File: src/hw/rtl/i2c_mbe_pkg.sv
// shared types and constants of the i2c master byte engine
// no dependencies
`timescale 1ns / 1ps

package i2c_mbe_pkg;

    localparam int unsigned HALF_W  = 16;
    localparam int unsigned POLL_W  = 8;
    localparam int unsigned BYTE_W  = 8;
    localparam int unsigned CMD_W   = 3;
    localparam int unsigned BIT_W   = 4;

    localparam logic [HALF_W-1:0] HALF_RESET = 16'd5;
    localparam logic [POLL_W-1:0] POLL_RESET = 8'd250;

    // command codes
    localparam logic [CMD_W-1:0] CMD_NONE  = 3'd0;
    localparam logic [CMD_W-1:0] CMD_START = 3'd1;
    localparam logic [CMD_W-1:0] CMD_STOP  = 3'd2;
    localparam logic [CMD_W-1:0] CMD_WRITE = 3'd3;
    localparam logic [CMD_W-1:0] CMD_READ  = 3'd4;

    // configuration register indexes
    localparam logic CFG_HALF_PERIOD = 1'b0;
    localparam logic CFG_ACK_TIMEOUT = 1'b1;

    typedef enum logic [13:0] {
        PH_IDLE     = 14'b00000000000001,
        PH_ST_A     = 14'b00000000000010,
        PH_ST_B     = 14'b00000000000100,
        PH_SP_A     = 14'b00000000001000,
        PH_SP_B     = 14'b00000000010000,
        PH_WR_SET   = 14'b00000000100000,
        PH_WR_HIGH  = 14'b00000001000000,
        PH_WR_LOW   = 14'b00000010000000,
        PH_ACK_HIGH = 14'b00000100000000,
        PH_ACK_POLL = 14'b00001000000000,
        PH_RD_LOW   = 14'b00010000000000,
        PH_RD_HIGH  = 14'b00100000000000,
        PH_AK_LOW   = 14'b01000000000000,
        PH_AK_HIGH  = 14'b10000000000000
    } t_phase;

    typedef struct packed {
        logic              scl_level;
        logic              sda_level;
        logic              sda_enable;
        logic              busy_res;
        logic              done_res;
        logic [BYTE_W-1:0] rx_byte;
        logic              ack_error;
    } t_result;

endpackage

File: src/hw/rtl/i2c_mbe_fsm.sv
// bus sequencer of the i2c master byte engine: config registers, phase state, one tick per request
// depends on i2c_mbe_pkg
`timescale 1ns / 1ps

module i2c_mbe_fsm import i2c_mbe_pkg::*; (
    input  logic              i_clk,
    input  logic              i_rst_n,
    input  logic              i_cfg_we,
    input  logic              i_cfg_index,
    input  logic [HALF_W-1:0] i_cfg_data,
    input  logic              i_accept,
    input  logic [CMD_W-1:0]  i_command,
    input  logic [BYTE_W-1:0] i_tx_byte,
    input  logic              i_send_ack,
    input  logic              i_sda_in,
    output t_result           o_result
);

    logic [HALF_W-1:0] r_half,  n_half;
    logic [POLL_W-1:0] r_tmo,   n_tmo;
    t_phase            r_phase, n_phase;
    logic [BIT_W-1:0]  r_bit,   n_bit;
    logic [HALF_W-1:0] r_wait,  n_wait;
    logic [BYTE_W-1:0] r_shift, n_shift;
    logic [POLL_W-1:0] r_poll,  n_poll;
    logic              r_ackc,  n_ackc;
    logic              r_scl,   n_scl;
    logic              r_sda,   n_sda;
    logic              r_en,    n_en;
    logic              r_err,   n_err;
    logic [BYTE_W-1:0] r_rx,    n_rx;
    logic              n_done;
    logic [HALF_W-1:0] w_hp;
    logic [BIT_W-1:0]  w_bit_inc;
    logic [BYTE_W-1:0] w_shl;

    // zero half period behaves as one tick
    assign w_hp      = (r_half == '0) ? {{(HALF_W-1){1'b0}}, 1'b1} : r_half;
    assign w_bit_inc = r_bit + 1'b1;
    assign w_shl     = {r_shift[BYTE_W-2:0], 1'b0};

    always_comb begin
        n_half = r_half;
        n_tmo  = r_tmo;
        if (i_cfg_we) begin
            case (i_cfg_index)
                CFG_HALF_PERIOD: n_half = i_cfg_data;
                CFG_ACK_TIMEOUT: n_tmo  = i_cfg_data[POLL_W-1:0];
                default:         n_half = r_half;
            endcase
        end
    end

    always_comb begin
        n_phase = r_phase;
        n_bit   = r_bit;
        n_wait  = r_wait;
        n_shift = r_shift;
        n_poll  = r_poll;
        n_ackc  = r_ackc;
        n_scl   = r_scl;
        n_sda   = r_sda;
        n_en    = r_en;
        n_err   = r_err;
        n_rx    = r_rx;
        n_done  = 1'b0;
        if (i_accept) begin
            if (r_phase == PH_IDLE) begin
                // commands only start from idle
                case (i_command)
                    CMD_START: begin
                        n_phase = PH_ST_A;
                        n_scl = 1'b1; n_sda = 1'b1; n_en = 1'b1; n_wait = w_hp;
                    end
                    CMD_STOP: begin
                        n_phase = PH_SP_A;
                        n_scl = 1'b0; n_sda = 1'b0; n_en = 1'b1; n_wait = w_hp;
                    end
                    CMD_WRITE: begin
                        n_shift = i_tx_byte;
                        n_bit   = '0;
                        n_phase = PH_WR_SET;
                        n_scl = 1'b0; n_sda = i_tx_byte[BYTE_W-1]; n_en = 1'b1;
                        n_wait = w_hp;
                    end
                    CMD_READ: begin
                        n_shift = '0;
                        n_bit   = '0;
                        n_ackc  = i_send_ack;
                        n_phase = PH_RD_LOW;
                        n_scl = 1'b0; n_sda = 1'b0; n_en = 1'b0; n_wait = w_hp;
                    end
                    default: n_phase = PH_IDLE;
                endcase
            end else if (r_phase == PH_ACK_POLL ||
                         (r_phase == PH_ACK_HIGH && r_wait <= 16'd1)) begin
                // ack check once scl has been high for a half period
                if (!i_sda_in) begin
                    n_scl   = 1'b0;
                    n_err   = 1'b0;
                    n_phase = PH_IDLE;
                    n_wait  = '0;
                    n_done  = 1'b1;
                end else if (r_poll >= r_tmo) begin
                    n_err   = 1'b1;
                    n_phase = PH_SP_A;
                    n_scl = 1'b0; n_sda = 1'b0; n_en = 1'b1; n_wait = w_hp;
                end else begin
                    n_poll  = r_poll + 1'b1;
                    n_phase = PH_ACK_POLL;
                    n_wait  = '0;
                end
            end else if (r_wait > 16'd1) begin
                n_wait = r_wait - 1'b1;
            end else begin
                case (r_phase)
                    PH_ST_A: begin
                        n_phase = PH_ST_B;
                        n_scl = 1'b1; n_sda = 1'b0; n_en = 1'b1; n_wait = w_hp;
                    end
                    PH_ST_B: begin
                        n_scl = 1'b0; n_phase = PH_IDLE; n_wait = '0; n_done = 1'b1;
                    end
                    PH_SP_A: begin
                        n_phase = PH_SP_B;
                        n_scl = 1'b1; n_sda = 1'b0; n_en = 1'b1; n_wait = w_hp;
                    end
                    PH_SP_B: begin
                        n_scl = 1'b1; n_sda = 1'b1; n_en = 1'b1;
                        n_phase = PH_IDLE; n_wait = '0; n_done = 1'b1;
                    end
                    PH_WR_SET: begin
                        n_phase = PH_WR_HIGH;
                        n_scl = 1'b1; n_en = 1'b1; n_wait = w_hp;
                    end
                    PH_WR_HIGH: begin
                        n_phase = PH_WR_LOW;
                        n_scl = 1'b0; n_en = 1'b1; n_wait = w_hp;
                    end
                    PH_WR_LOW: begin
                        n_bit = w_bit_inc;
                        if (w_bit_inc < 4'd8) begin
                            n_shift = w_shl;
                            n_phase = PH_WR_SET;
                            n_scl = 1'b0; n_sda = w_shl[BYTE_W-1]; n_en = 1'b1;
                            n_wait = w_hp;
                        end else begin
                            // release sda for the ack bit
                            n_poll  = '0;
                            n_phase = PH_ACK_HIGH;
                            n_scl = 1'b1; n_sda = 1'b0; n_en = 1'b0; n_wait = w_hp;
                        end
                    end
                    PH_RD_LOW: begin
                        n_phase = PH_RD_HIGH;
                        n_scl = 1'b1; n_sda = 1'b0; n_en = 1'b0; n_wait = w_hp;
                        n_shift = {r_shift[BYTE_W-2:0], i_sda_in};
                    end
                    PH_RD_HIGH: begin
                        n_bit = w_bit_inc;
                        n_wait = w_hp;
                        if (w_bit_inc < 4'd8) begin
                            n_phase = PH_RD_LOW;
                            n_scl = 1'b0; n_sda = 1'b0; n_en = 1'b0;
                        end else begin
                            n_phase = PH_AK_LOW;
                            n_scl = 1'b0; n_sda = !r_ackc; n_en = 1'b1;
                        end
                    end
                    PH_AK_LOW: begin
                        n_phase = PH_AK_HIGH;
                        n_scl = 1'b1; n_en = 1'b1; n_wait = w_hp;
                    end
                    PH_AK_HIGH: begin
                        n_scl = 1'b0; n_rx = r_shift;
                        n_phase = PH_IDLE; n_wait = '0; n_done = 1'b1;
                    end
                    default: begin
                        n_phase = PH_IDLE; n_wait = '0;
                    end
                endcase
            end
        end
    end

    always_ff @(posedge i_clk) begin
        if (!i_rst_n) begin
            r_half  <= HALF_RESET;
            r_tmo   <= POLL_RESET;
            r_phase <= PH_IDLE;
            r_bit   <= '0;
            r_wait  <= '0;
            r_shift <= '0;
            r_poll  <= '0;
            r_ackc  <= 1'b0;
            r_scl   <= 1'b1;
            r_sda   <= 1'b1;
            r_en    <= 1'b1;
            r_err   <= 1'b0;
            r_rx    <= '0;
        end else begin
            r_half  <= n_half;
            r_tmo   <= n_tmo;
            r_phase <= n_phase;
            r_bit   <= n_bit;
            r_wait  <= n_wait;
            r_shift <= n_shift;
            r_poll  <= n_poll;
            r_ackc  <= n_ackc;
            r_scl   <= n_scl;
            r_sda   <= n_sda;
            r_en    <= n_en;
            r_err   <= n_err;
            r_rx    <= n_rx;
        end
    end

    // result reflects the state after this tick
    always_comb begin
        o_result.scl_level  = n_scl;
        o_result.sda_level  = n_en & n_sda;
        o_result.sda_enable = n_en;
        o_result.busy_res   = (n_phase != PH_IDLE);
        o_result.done_res   = n_done;
        o_result.rx_byte    = n_rx;
        o_result.ack_error  = n_err;
    end

endmodule

File: src/hw/rtl/i2c_mbe_out_buf.sv
// two-entry result buffer: output register plus skid entry
// depends on i2c_mbe_pkg
`timescale 1ns / 1ps

module i2c_mbe_out_buf import i2c_mbe_pkg::*; (
    input  logic    i_clk,
    input  logic    i_rst_n,
    input  logic    i_push,
    input  t_result i_data,
    output logic    o_full,
    output logic    o_valid,
    input  logic    i_stall,
    output t_result o_data
);

    logic    r_v0, n_v0;
    logic    r_v1, n_v1;
    t_result r_q0, n_q0;
    t_result r_q1, n_q1;
    logic    w_pop;

    assign w_pop = r_v0 & !i_stall;

    always_comb begin
        n_v0 = r_v0;
        n_v1 = r_v1;
        n_q0 = r_q0;
        n_q1 = r_q1;
        if (w_pop) begin
            // push only happens when the skid entry is empty
            if (r_v1) begin
                n_q0 = r_q1;
                n_v1 = 1'b0;
                if (i_push) begin
                    n_q1 = i_data;
                    n_v1 = 1'b1;
                end
            end else if (i_push) begin
                n_q0 = i_data;
            end else begin
                n_v0 = 1'b0;
            end
        end else if (i_push) begin
            if (!r_v0) begin
                n_q0 = i_data;
                n_v0 = 1'b1;
            end else begin
                n_q1 = i_data;
                n_v1 = 1'b1;
            end
        end
    end

    always_ff @(posedge i_clk) begin
        if (!i_rst_n) begin
            r_v0 <= 1'b0;
            r_v1 <= 1'b0;
        end else begin
            r_v0 <= n_v0;
            r_v1 <= n_v1;
        end
    end

    always_ff @(posedge i_clk) begin
        r_q0 <= n_q0;
        r_q1 <= n_q1;
    end

    assign o_full  = r_v1;
    assign o_valid = r_v0;
    assign o_data  = r_q0;

endmodule

File: src/hw/rtl/i2c_master_byte_engine.sv
// i2c master byte engine: one request is one time tick of the bus sequencer
// each accepted request's result is registered in the two-entry result buffer
// throughput: one request per cycle while the buffer is not full, set by the
// single-tick sequencer update; requests are still taken while one result waits
// reset: synchronous active low; idle, scl and sda driven high, registers at defaults
`timescale 1ns / 1ps

module i2c_master_byte_engine import i2c_mbe_pkg::*; (
    input  logic              i_clk,
    input  logic              i_rst_n,
    // configuration write port
    input  logic              i_cfg_we,
    input  logic              i_cfg_index,
    input  logic [HALF_W-1:0] i_cfg_data,
    // request channel
    input  logic              i_in_valid,
    output logic              o_in_stall,
    input  logic [CMD_W-1:0]  i_command,
    input  logic [BYTE_W-1:0] i_tx_byte,
    input  logic              i_send_ack,
    input  logic              i_sda_in,
    // result channel
    output logic              o_out_valid,
    input  logic              i_out_stall,
    output logic              o_scl_level,
    output logic              o_sda_level,
    output logic              o_sda_enable,
    output logic              o_busy_res,
    output logic              o_done_res,
    output logic [BYTE_W-1:0] o_rx_byte,
    output logic              o_ack_error
);

    logic    w_full;
    logic    w_accept;
    t_result w_result;
    t_result w_out;

    // stall only when both buffer entries hold results
    assign o_in_stall = w_full;
    assign w_accept   = i_in_valid & !w_full;

    // sequencer: state advances exactly once per accepted request
    i2c_mbe_fsm u_fsm (
        .i_clk       (i_clk),
        .i_rst_n     (i_rst_n),
        .i_cfg_we    (i_cfg_we),
        .i_cfg_index (i_cfg_index),
        .i_cfg_data  (i_cfg_data),
        .i_accept    (w_accept),
        .i_command   (i_command),
        .i_tx_byte   (i_tx_byte),
        .i_send_ack  (i_send_ack),
        .i_sda_in    (i_sda_in),
        .o_result    (w_result)
    );

    // result register with skid entry between the two channels
    i2c_mbe_out_buf u_out_buf (
        .i_clk   (i_clk),
        .i_rst_n (i_rst_n),
        .i_push  (w_accept),
        .i_data  (w_result),
        .o_full  (w_full),
        .o_valid (o_out_valid),
        .i_stall (i_out_stall),
        .o_data  (w_out)
    );

    assign o_scl_level  = w_out.scl_level;
    assign o_sda_level  = w_out.sda_level;
    assign o_sda_enable = w_out.sda_enable;
    assign o_busy_res   = w_out.busy_res;
    assign o_done_res   = w_out.done_res;
    assign o_rx_byte    = w_out.rx_byte;
    assign o_ack_error  = w_out.ack_error;

endmodule

File: config.mk
export PLATFORM = sky130hd
export DESIGN_NAME = i2c_master_byte_engine
export DESIGN_NICKNAME = d
export VERILOG_FILES = /design/src/hw/rtl/i2c_mbe_pkg.sv /design/src/hw/rtl/i2c_mbe_fsm.sv /design/src/hw/rtl/i2c_mbe_out_buf.sv /design/src/hw/rtl/i2c_master_byte_engine.sv
export SDC_FILE = /design/constraint.sdc
export NUM_CORES = 1
export LEC_CHECK = 0
export BUFFER_PORTS_ARGS = -buffer_cell sky130_fd_sc_hd__buf_2
export CELL_PAD_IN_SITES_DETAIL_PLACEMENT = 0
export CELL_PAD_IN_SITES_GLOBAL_PLACEMENT = 1
export CORE_MARGIN = 3
export CORE_UTILIZATION = 46
export DETAILED_ROUTE_END_ITERATION = 10
export PLACE_DENSITY_LB_ADDON = 0.25
export SYNTH_ARGS = -nofsm -noshare
export SYNTH_HDL_FRONTEND = slang
export SYNTH_SLANG_ARGS = --single-unit
File: constraint.sdc
create_clock -name i_clk -period 3.86 [get_ports i_clk]
set_input_delay 0.386 -clock i_clk [delete_from_list [all_inputs] [get_ports i_clk]]
set_output_delay 0.386 -clock i_clk [all_outputs]
set_load 0.05 [all_outputs]
Word-level counts from Yosys, hierarchy flattened. Index checks and enable logic that the tools add are counted.

Register bits: 117. Output and inout bits: 16. Logic and storage cells: 206.

Add/sub/neg operators: 3. $lt $le $gt $ge: 4. Eq/ne operators: 34. Multiplexer cells: 96. Bitwise logic cells: 5. Reduce and logical (&&, ||, !) cells: 35.

Operator list (number): 2-to-1 mux 14 bit (14); 2-to-1 mux 16 bit (8); 2-to-1 mux 8 bit (15); one-hot mux 14 bit (8 select lines) (1); one-hot mux 11 bit (4 select lines) (1); 2-to-1 mux 1 bit (41); one-hot mux 8 bit (2 select lines) (2); 2-to-1 mux 4 bit (5); > comparator 16 x 1 -> 1 bit, second input constant (1); less-or-equal comparator 16 x 1 -> 1 bit, second input constant (1); logical NOT 16 bit (1); inequality test 2 bit, second input constant (8); subtractor 16 x 1 -> 16 bit, second input constant (1); equality test 14 x 1 -> 1 bit, second input constant (1); equality test 14 x 10 -> 1 bit, second input constant (1); equality test 14 x 11 -> 1 bit, second input constant (1); equality test 14 x 12 -> 1 bit, second input constant (1); equality test 14 x 13 -> 1 bit, second input constant (1); equality test 14 bit, second input constant (1); equality test 14 x 2 -> 1 bit, second input constant (1); equality test 14 x 3 -> 1 bit, second input constant (1); equality test 14 x 4 -> 1 bit, second input constant (1); equality test 14 x 5 -> 1 bit, second input constant (1); equality test 14 x 6 -> 1 bit, second input constant (1); other kinds (38) (67).

Logic depth before layout (Yosys ltp). Gate-level depths: netlist of run 1.

Depth in word-level cells: 12. Mapped depth: 11.

Cells and area by module. A second synthesis of run 1 with hierarchy kept.

Cells, all modules: 734. Area total of the unflattened synthesis: 6394.9 um^2.

By module, submodules not included: i2c_mbe_fsm (times used 1, cells each 678, area each 5211.2 um^2, seq. area each 1741.7 um^2); i2c_mbe_out_buf (times used 1, cells each 55, area each 1169.9 um^2, seq. area each 880.8 um^2); i2c_master_byte_engine (times used 1, cells each 1, area each 13.8 um^2, seq. area each 0.0 um^2).

Least setup slack after synthesis of run 1. OpenSTA, ideal clock, no wires.

Path type: reg-to-reg. Start: register u_fsm.r_phase[5]. End: register u_out_buf.r_q0, in the netlist u_out_buf.o_data[10], data pin. Library setup time: 260 ps. Arrival: 2730 ps. Data required time: 3600 ps. Setup slack: 869 ps. Cell stages (with the launch flop): 11. Buffers on the path: 3. Clock period less this slack: 2991 ps. Path through: dfxtp_1 > buf_6 > or4_4 > buf_6 > or4_4 > buf_6 > o21a_4 > nand2b_2 > o21ai_1 > or3_4 > mux2_4.

RTL lines: from (decl) (RTL line i2c_mbe_fsm.sv:21) `t_phase r_phase, n_phase;`; from (signal assigned) (RTL line i2c_mbe_fsm.sv:204) `r_phase <= n_phase;`; to (signal assigned) (RTL line i2c_mbe_out_buf.sv:65) `r_q0 <= n_q0;`; to (decl) (RTL line i2c_mbe_out_buf.sv:18) `t_result r_q0, n_q0;`.

Worst setup path after layout of run 1.
Start: register u_fsm.r_wait[2]. End: register u_fsm.r_shift[3].

Cells in the longest elaborated chain, start to end: 5.

RTL lines: from (decl) (RTL line i2c_mbe_fsm.sv:23) `logic [HALF_W-1:0] r_wait, n_wait;`; from (signal assigned) (RTL line i2c_mbe_fsm.sv:206) `r_wait <= n_wait;`; less-or-equal comparator 16 x 1 -> 1 bit (RTL line i2c_mbe_fsm.sv:96) `(r_phase == PH_ACK_HIGH && r_wait <= 16'd1)) begin`; logical AND 1 bit (RTL line i2c_mbe_fsm.sv:96); logical OR 1 bit (RTL line i2c_mbe_fsm.sv:95) `end else if (r_phase == PH_ACK_POLL ||`; inequality test 2 x 1 -> 1 bit (no line); AND reduction 6 bit (no line) (*); to (signal assigned) (RTL line i2c_mbe_fsm.sv:207) `r_shift <= n_shift;`; to (decl) (RTL line i2c_mbe_fsm.sv:24) `logic [BYTE_W-1:0] r_shift, n_shift;`.

Mark *: on every way between the ends. The rest lies on a longest branch, timed or not. A chain may end at the register's enable or synchronous reset.

==> results.sh, run 1 <==
export IMPL_outcome="completed"
export IMPL_yosysUniqueCellTypes=73
export IMPL_r2r_slack_ns=0.47
export IMPL_min_delay_start="i_cfg_data[12]"
export IMPL_synth_area_sq_mm=0.00633
export IMPL_clk_latency_ns=0.42
export IMPL_startpoint_type="flip-flop"
export IMPL_synthesis_nets=806
export IMPL_synthArstFlopShare_pct=0
export IMPL_fmax_mhz=295
export IMPL_rsz0062_at_grt="no"
export IMPL_holdPathEnd="u_fsm.r_half[12]$_SDFFE_PN0P_"
export IMPL_fp_dieArea_sq_mm=0.0152
export IMPL_relSlewSlack_pct=36.6
export IMPL_syn_area_per_cell_sq_um=8.34
export IMPL_synthCells=759
export IMPL_grt_max_degree=44
export IMPL_yosysSeqAreaShare_pct=41.4
export IMPL_reg2reg_to="u_fsm.r_shift[3]$_SDFFE_PN0P_"
export IMPL_clockBufferDepth=2
export IMPL_synthXorXnorAreaFrac_pct=1.94
export IMPL_r2r_cells=8
export IMPL_totalWireLength_um=17200
export IMPL_cts_sinks=117
export IMPL_num_antenna_cells=0
export IMPL_ios=51
export IMPL_cellPowerDensity_mw_per_mm2=580
export IMPL_ys_flop_type="dfxtp_1"
export IMPL_drt_iter0_drc=410
export IMPL_end_kind="flip-flop"
export IMPL_pre_cts_ws_ns=0.561
export IMPL_synth_top_family_by_area="simple AND/OR/NAND/NOR gates"
export IMPL_utilization_pct=54.8
export IMPL_cp_max_fo=8
export IMPL_report_final_slew_viol_count=0
export IMPL_crit_arrival_ns=3.69
export IMPL_ys_warn_count=0
export IMPL_synth_seq_cells=117
export IMPL_vdd_ir_drop_worst_uv=312
export IMPL_grt_usage_pct=23.3
export IMPL_ant_nets=0
export IMPL_numPortBuffers=50
export IMPL_die_w_um=123
export IMPL_htreeDepth=4
export IMPL_nets=843
export IMPL_drive_gt1_share_pct=16.7
export IMPL_grt_pass1_vias=5556
export IMPL_hold_buffers=0
export IMPL_synth_top_area_share_pct=28.2
export IMPL_wl_per_cell_um=17.4
export IMPL_numCtsBuffers=17
export IMPL_post_cts_buffers=0
export IMPL_fin_tns_setup_ns=0
export IMPL_syn2layout_area_growth_pct=15.7
export IMPL_vias=5837
export IMPL_layout_commonest_cell="nand2_1"
export IMPL_cp_required_ns=4.16
export IMPL_grt_antenna_before_repair=0
export IMPL_synth_top_area_cell="dfxtp_1"
export IMPL_synthMuxAreaShare_pct=3.95
export IMPL_grt_overflow_total=0
export IMPL_synthAdderAreaFrac_pct=2.37
export IMPL_hold_viol_final=0
export IMPL_dp_hpwl_um=12300
export IMPL_path_class="flip-flop to flip-flop"
export IMPL_total_leakage_power_nw=2.87
export IMPL_timing_final_crit_share_pct=88.0
export IMPL_start_util_pct=47.4
export IMPL_drc_errors=0
export IMPL_synth_compound_area_share_pct=17.4
export IMPL_worstMarginPinSlew_ns=0.950
export IMPL_synthTopCellsByArea="dfxtp_1, edfxtp_1, a21oi_1"
export IMPL_hp_class="input port to flip-flop"
export IMPL_final_cell_mix="nand2_1, dfxtp_1, nor2_1, a21oi_1, buf_2"
export IMPL_gp_congestion=0.972
export IMPL_rows=42
export IMPL_period_minus_slack_ns=3.39
export IMPL_vias_per_cell=5.93
export IMPL_cts_resized=0
export IMPL_synth_edff_count=28
export IMPL_setup_violations=0
export IMPL_path_clk_slew_ns=0.06
export IMPL_maxCapViolations=0
export IMPL_drt_pass1_iterations=7
export IMPL_clockRootBuffer="clkbuf_16"
export IMPL_synth_simple_area_share_pct=28.1
export IMPL_cts_tree="built"
export IMPL_dieHeight_um=123
export IMPL_clock_skew_ns=0.00642
export IMPL_worstHoldPathCells=3
export IMPL_rr_startpoint="u_fsm.r_wait[2]$_SDFFE_PN0P_"
export IMPL_worst_slack_ns=0.465
export IMPL_grt_pass1_wl_um=28000
export IMPL_coreArea_sq_mm=0.0133
## synthesized netlist by cell type (all sizes together), types with 3 or more instances
master and instances:
and3 6, dfxtp 89, nor2 85, or4b 3, mux2i 19, o31ai 3, xor2 9, o211ai 7
a41oi 3, o21a 5, nand2 105, mux2 5, a21oi 84, nand4 14, or2 6, ha 12
nor3b 3, o21ai 33, nor4 20, a31o 3, a22oi 6, nor2b 5, or4 8, nand4b 4
edfxtp 28, or3 6, nand2b 12, xnor2 5, nand3 37, clkbuf 32, and2 7, buf 13
a31oi 7, a21o 8, inv 24, nor3 19
## through the flow
step	cells	power, W	hold WS, ns	instance area, sq um
floorplan	759	0.00229	0.436	6330
global placement	953	0.00255	0.452	6690
detailed placement	953	0.00255	0.450	6690
CTS	985	0.00425	0.189	7320
global route	985	0.00444	0.213	7320
finish	985	0.00424	0.202	7320
## registers in the layout, indices dropped and copies added (netlist names), 4 cells and up
register          flops
u_out_buf.r_q1       14
u_out_buf.o_data     14
u_fsm.r_half         16
u_fsm.r_bit           4
u_fsm.r_rx            8
u_fsm.r_tmo           8
u_fsm.r_phase        14
u_fsm.r_shift         8
u_fsm.r_poll          8
u_fsm.r_wait         16
## routing by layer
| metal | track usage [%] | vias up | wire length, um |
|---|---|---|---|
| li1 | - | 2811 | - |
| met1 | 29.8 | 2767 | 7400 |
| met2 | 38.6 | 222 | 8240 |
| met3 | 5.08 | 37 | 1140 |
| met4 | 8.93 | 0 | 393 |
| met5 | 0 | - | 0 |
## worst max-delay path, stage by stage, from the launching register on
cell,delay [ns]
dfxtp_1,0.34
or4_4,0.59
nor2_2,0.46
nand3_1,0.40
nor3b_1,0.42
o21ai_0,0.19
a21oi_2,0.53
mux2i_1,0.27
nor2_1,0.07
## logic make-up after synthesis
group | count (synthesis)
mux | 24
compound gates | 175
flops | 117
buf+inv | 69
fa+ha+maj | 12
xor+xnor | 14
simple gates | 348
## worst max-delay path by stage
stage	endpoint	startpoint	slack (ns)	cells past startpoint
after global routing	u_fsm.r_shift[3]$_SDFFE_PN0P_	u_fsm.r_wait[2]$_SDFFE_PN0P_	0.31	8
after detailed placement	u_out_buf.o_data[10]$_DFFE_PP_	u_fsm.r_wait[8]$_SDFFE_PN0P_	0.56	8
final	u_fsm.r_shift[3]$_SDFFE_PN0P_	u_fsm.r_wait[2]$_SDFFE_PN0P_	0.47	8
after CTS	u_out_buf.o_data[10]$_DFFE_PP_	u_fsm.r_wait[8]$_SDFFE_PN0P_	0.54	8
after floorplan	u_out_buf.o_data[10]$_DFFE_PP_	u_fsm.r_phase[5]$_SDFF_PN0_	0.87	10
after global placement	u_out_buf.o_data[10]$_DFFE_PP_	u_fsm.r_wait[8]$_SDFFE_PN0P_	0.58	8
## where the power goes
group	leakage [nW]	total, W	switching, W	internal (W)
Sequential	0.974	0.00142	0.0000758	0.00135
Combinational	1.59	0.00113	0.000750	0.000377
Clock	0.309	0.00169	0.000647	0.00105
Total	2.87	0.00424	0.00147	0.00277
## layout make-up
class                   count  area [sq um]
fillers                  1266          6030
flip-flops and latches    117          2620
clock inverters            15           206
clock buffers              17           425
well taps                 176           220
repair buffers             63           348
inverters                  24          90.1
multi-input cells         573          3410
Note: power is estimated with default switching activity, not from simulation.
==> run 2, diff against run 1 <==
- CTS_CLUSTER_SIZE: unset -> 10
- PLACE_DENSITY_LB_ADDON: 0.25 -> 0.1
==> results.sh, run 2 (synthesis results as in run 1) <==
export IMPL_relSlewSlack_pct=35.6
export IMPL_clockPowerShare_pct=36.3
export IMPL_grt_overflow_total=0
export IMPL_vdd_ir_drop_worst_uv=351
export IMPL_drt_pass1_iterations=7
export IMPL_drt_iter0_drc=405
export IMPL_grt_pass1_vias=5467
export IMPL_clock_skew_ns=0.0116
export IMPL_fmax_mhz=290
export IMPL_hp_class="input port to flip-flop"
export IMPL_maxCapViolations=0
export IMPL_wl_per_cell_um=18.0
export IMPL_post_cts_buffers=0
export IMPL_ant_nets=0
export IMPL_numCtsBuffers=17
export IMPL_setup_violations=0
export IMPL_total_leakage_power_nw=2.82
export IMPL_grt_max_degree=41
export IMPL_nets=841
export IMPL_start_util_pct=47.4
export IMPL_cts_tree="built"
export IMPL_cp_max_fo=11
export IMPL_totalWireLength_um=17700
export IMPL_report_final_slew_viol_count=0
export IMPL_timing_final_crit_share_pct=89.3
export IMPL_path_clk_slew_ns=0.06
export IMPL_drc_errors=0
export IMPL_cts_sinks=117
export IMPL_cts_resized=0
export IMPL_grt_pass1_wl_um=28000
export IMPL_vias=5756
export IMPL_combPwrFrac_pct=28.4
export IMPL_die_w_um=123
export IMPL_clockBufferDepth=2
export IMPL_path_class="flip-flop to flip-flop"
export IMPL_fp_dieArea_sq_mm=0.0152
export IMPL_fin_tns_setup_ns=0
export IMPL_vias_per_cell=5.86
export IMPL_reg_top3="u_fsm.r_half (16), u_fsm.r_wait (16)"
export IMPL_end_kind="flip-flop"
export IMPL_final_cell_mix="nand2_1, dfxtp_1, nor2_1, a21oi_1, buf_2"
export IMPL_grt_antenna_before_repair=0
export IMPL_syn2layout_area_growth_pct=14.0
export IMPL_drive_gt1_share_pct=16.0
export IMPL_hold_buffers=0
export IMPL_worstMarginPinSlew_ns=0.965
export IMPL_dp_hpwl_um=12600
export IMPL_switching_share_pct=34.6
export IMPL_clockRootBuffer="clkbuf_16"
export IMPL_rows=42
export IMPL_outcome="completed"
export IMPL_rsz0062_at_grt="no"
export IMPL_ios=51
export IMPL_switching_power_w=0.00139
export IMPL_hold_viol_final=0
export IMPL_clk_latency_ns=0.42
export IMPL_grt_usage_pct=23.8
export IMPL_seqPwrFrac_pct=35.3
export IMPL_num_antenna_cells=0
export IMPL_p_int_w=0.00263
export IMPL_layout_commonest_cell="nand2_1"
export IMPL_crit_arrival_ns=3.62
export IMPL_dieHeight_um=123
export IMPL_cellPowerDensity_mw_per_mm2=558
export IMPL_coreArea_sq_mm=0.0133
export IMPL_gp_congestion=0.945
export IMPL_htreeDepth=4
export IMPL_numPortBuffers=50
export IMPL_period_minus_slack_ns=3.45
export IMPL_startpoint_type="flip-flop"
export IMPL_utilization_pct=54.1
export IMPL_cp_required_ns=4.03
==> run 2: changes by cell type in the layout (fill, tap and decap cells not counted), sizes merged <==
cell | before | now
buf | 63 | 61
bufinv | 3 | 1
inv | 34 | 25
clkinv | 1 | 4
clkbuf | 17 | 22
clkinvlp | 1 | 3
==> run 2: final timing paths <==
| path | startpoint | to | slack [ns] | cells past startpoint |
|---|---|---|---|---|
| max | u_fsm.r_phase[1]$_SDFF_PN0_ | u_out_buf.o_data[10]$_DFFE_PP_ | 0.41 | 8 |
| min | i_cfg_data[14] | u_fsm.r_half[14]$_SDFFE_PN0P_ | 0.20 | 3 |
| max reg2reg | u_fsm.r_phase[1]$_SDFF_PN0_ | u_out_buf.o_data[10]$_DFFE_PP_ | 0.41 | 8 |
| min reg2reg | u_fsm.r_tmo[0]$_SDFFE_PN0P_ | u_fsm.r_tmo[0]$_SDFFE_PN0P_ | 0.47 | 2 |
==> run 2: per-stage QoR <==
step / worst slack [ns] / power [W] / cells / instance area [sq um] / hold slack (ns)
finish: 0.414 / 0.00403 / 982 / 7220 / 0.198
global route: 0.244 / 0.00422 / 982 / 7220 / 0.208
CTS: 0.485 / 0.00404 / 982 / 7220 / 0.189
detailed placement: 0.508 / 0.00257 / 951 / 6670 / 0.459
global placement: 0.517 / 0.00257 / 951 / 6670 / 0.452
floorplan: 0.869 / 0.00229 / 759 / 6330 / 0.436
==> run 2: routing by layer <==
| layer | GRT usage, % | routed length, um |
|---|---|---|
| met5 | 0 | 0 |
| met4 | 10.3 | 571 |
| met3 | 6.45 | 1140 |
| met2 | 38.9 | 8450 |
| met1 | 29.5 | 7550 |
==> run 2: final cells by class <==
cell class / instances / area, sq um
fill: 1276 / 6130
multi-input combinational: 573 / 3410
sequential: 117 / 2620
clock buffer: 22 / 464
timing repair buffer: 61 / 333
tap: 176 / 220
inverter: 24 / 90.1
clock inverter: 9 / 78.8
==> run 2: power by group through the flow <==
| stage | Combinational, W | Sequential, W | Clock [W] |
|---|---|---|---|
| global placement | 0.00112 | 0.00144 | 0 |
| detailed placement | 0.00113 | 0.00145 | 0 |
| finish | 0.00115 | 0.00142 | 0.00146 |
| global route | 0.00125 | 0.00143 | 0.00154 |
| floorplan | 0.000810 | 0.00148 | 0 |
| CTS | 0.00113 | 0.00142 | 0.00149 |
==> run 2: critical path: stages (launching register included) <==
cell and delay, ns:
dfxtp_1 0.37, or4_1 0.68, nor2_1 0.64, nand2_1 0.18
nor3_1 0.38, nand2b_2 0.20, o21ai_1 0.10, or3_4 0.40
mux2_4 0.26
==> run 3, diff against run 2 <==
- PLACE_DENSITY: unset -> 0.8
- PLACE_DENSITY_LB_ADDON: 0.1 -> unset
==> results.sh, run 3 (synthesis results as in run 1) <==
export IMPL_outcome="completed"
export IMPL_rsz0062_at_grt="no"
export IMPL_crit_arrival_ns=3.54
export IMPL_numCtsBuffers=17
export IMPL_reg_top3="u_fsm.r_half (16), u_fsm.r_wait (16)"
export IMPL_num_antenna_cells=0
export IMPL_start_util_pct=47.4
export IMPL_setup_violations=0
export IMPL_clock_skew_ns=0.00831
export IMPL_nFillCells=1294
export IMPL_period_minus_slack_ns=3.38
export IMPL_rows=42
export IMPL_hold_buffers=0
export IMPL_cp_max_fo=8
export IMPL_htreeDepth=4
export IMPL_layout_cells_non_filler=987
export IMPL_die_w_um=123
export IMPL_clockRootBuffer="clkbuf_16"
export IMPL_vdd_ir_drop_worst_uv=336
export IMPL_grt_max_degree=40
export IMPL_r2r_cells=8
export IMPL_nets=845
export IMPL_worstMarginPinSlew_ns=0.929
export IMPL_wl_per_cell_um=17.6
export IMPL_gp_congestion=0.949
export IMPL_path_class="flip-flop to flip-flop"
export IMPL_seqCellArea_sq_mm=0.00262
export IMPL_timing_final_crit_share_pct=87.6
export IMPL_fmax_mhz=296
export IMPL_post_cts_buffers=0
export IMPL_cts_resized=0
export IMPL_numPortBuffers=50
export IMPL_multiInputGateArea_sq_mm=0.00341
export IMPL_layout_commonest_cell="nand2_1"
export IMPL_end_kind="flip-flop"
export IMPL_drt_iter0_drc=435
export IMPL_fp_dieArea_sq_mm=0.0152
export IMPL_totalWireLength_um=17400
export IMPL_grt_usage_pct=23.4
export IMPL_drc_errors=0
export IMPL_grt_pass1_wl_um=27900
export IMPL_final_cell_mix="nand2_1, dfxtp_1, nor2_1, a21oi_1, buf_2"
export IMPL_hp_class="input port to flip-flop"
export IMPL_maxCapViolations=0
export IMPL_grt_overflow_total=0
export IMPL_vias=5763
export IMPL_cp_required_ns=4.02
export IMPL_placed_cell_area_sq_mm=0.00670
export IMPL_clk_latency_ns=0.41
export IMPL_vias_per_cell=5.84
export IMPL_dp_hpwl_um=12500
export IMPL_ant_nets=0
export IMPL_hold_viol_final=0
export IMPL_cellPowerDensity_mw_per_mm2=571
export IMPL_utilization_pct=54.6
export IMPL_report_final_slew_viol_count=0
export IMPL_grt_pass1_vias=5449
export IMPL_drive_gt1_share_pct=16.4
export IMPL_coreArea_sq_mm=0.0133
export IMPL_worstHoldPathCells=3
export IMPL_fin_area_sq_mm=0.00729
export IMPL_drt_pass1_iterations=5
export IMPL_grt_antenna_before_repair=0
export IMPL_startpoint_type="flip-flop"
export IMPL_fin_tns_setup_ns=0
export IMPL_dieHeight_um=123
export IMPL_path_clk_slew_ns=0.06
export IMPL_cts_tree="built"
export IMPL_syn2layout_area_growth_pct=15.2
export IMPL_total_leakage_power_nw=2.85
export IMPL_relSlewSlack_pct=38.0
export IMPL_clockBufferDepth=2
export IMPL_dpl_cell_count=955
export IMPL_cts_sinks=117
export IMPL_ios=51
## run 3: cell types whose count changed in the layout (fill, tap and decap cells not counted), sizes merged
cell	before	now
inv	25	27
clkinv	4	3
buf	61	65
bufinv	1	3
clkbuf	22	20
## run 3: final cells by class
class	count	share of cell area [%]
clock buffers	20	5.99
multi-input cells	573	46.7
repair buffers	65	4.98
flip-flops and latches	117	36.0
clock inverters	12	2.09
inverters	24	1.24
well taps	176	3.02
## run 3: critical path, stage by stage, from the launching register on
cell,delay [ns]
dfxtp_1,0.35
or4_1,0.73
nor4_4,0.45
nand3_1,0.15
or4b_1,0.54
a21oi_1,0.18
nand3_1,0.12
or3_4,0.35
mux2_4,0.26
## run 3: metrics by stage
step                worst slack, ns  power, W  hold slack [ns]
global placement              0.592   0.00257            0.452
global route                  0.348   0.00436            0.214
finish                        0.479   0.00416            0.207
floorplan                     0.869   0.00229            0.436
detailed placement            0.533   0.00257            0.465
CTS                           0.511   0.00416            0.201
## run 3: where the power goes
part / leakage [nW] / switching [W] / internal [W]
clock: 0.279 / 0.000576 / 0.00102
sequential: 0.974 / 0.0000770 / 0.00135
combinational: 1.60 / 0.000756 / 0.000389
total: 2.85 / 0.00141 / 0.00275
## run 3: layer usage
layer | vias up | global-route usage, % | wire length (um)
li1 | 2806 | - | -
met1 | 2731 | 31.0 | 7660
met2 | 192 | 38.1 | 8270
met3 | 34 | 4.53 | 1040
met4 | 0 | 8.86 | 408
met5 | - | 0 | 0
## run 3: worst paths after layout
kind / from / end / slack, ns
min reg2reg: u_fsm.r_tmo[0]$_SDFFE_PN0P_ / u_fsm.r_tmo[0]$_SDFFE_PN0P_ / 0.47
max: u_fsm.r_wait[8]$_SDFFE_PN0P_ / u_out_buf.o_data[10]$_DFFE_PP_ / 0.48
max reg2reg: u_fsm.r_wait[8]$_SDFFE_PN0P_ / u_out_buf.o_data[10]$_DFFE_PP_ / 0.48
min: i_send_ack / u_fsm.r_ackc$_SDFFE_PN0P_ / 0.21
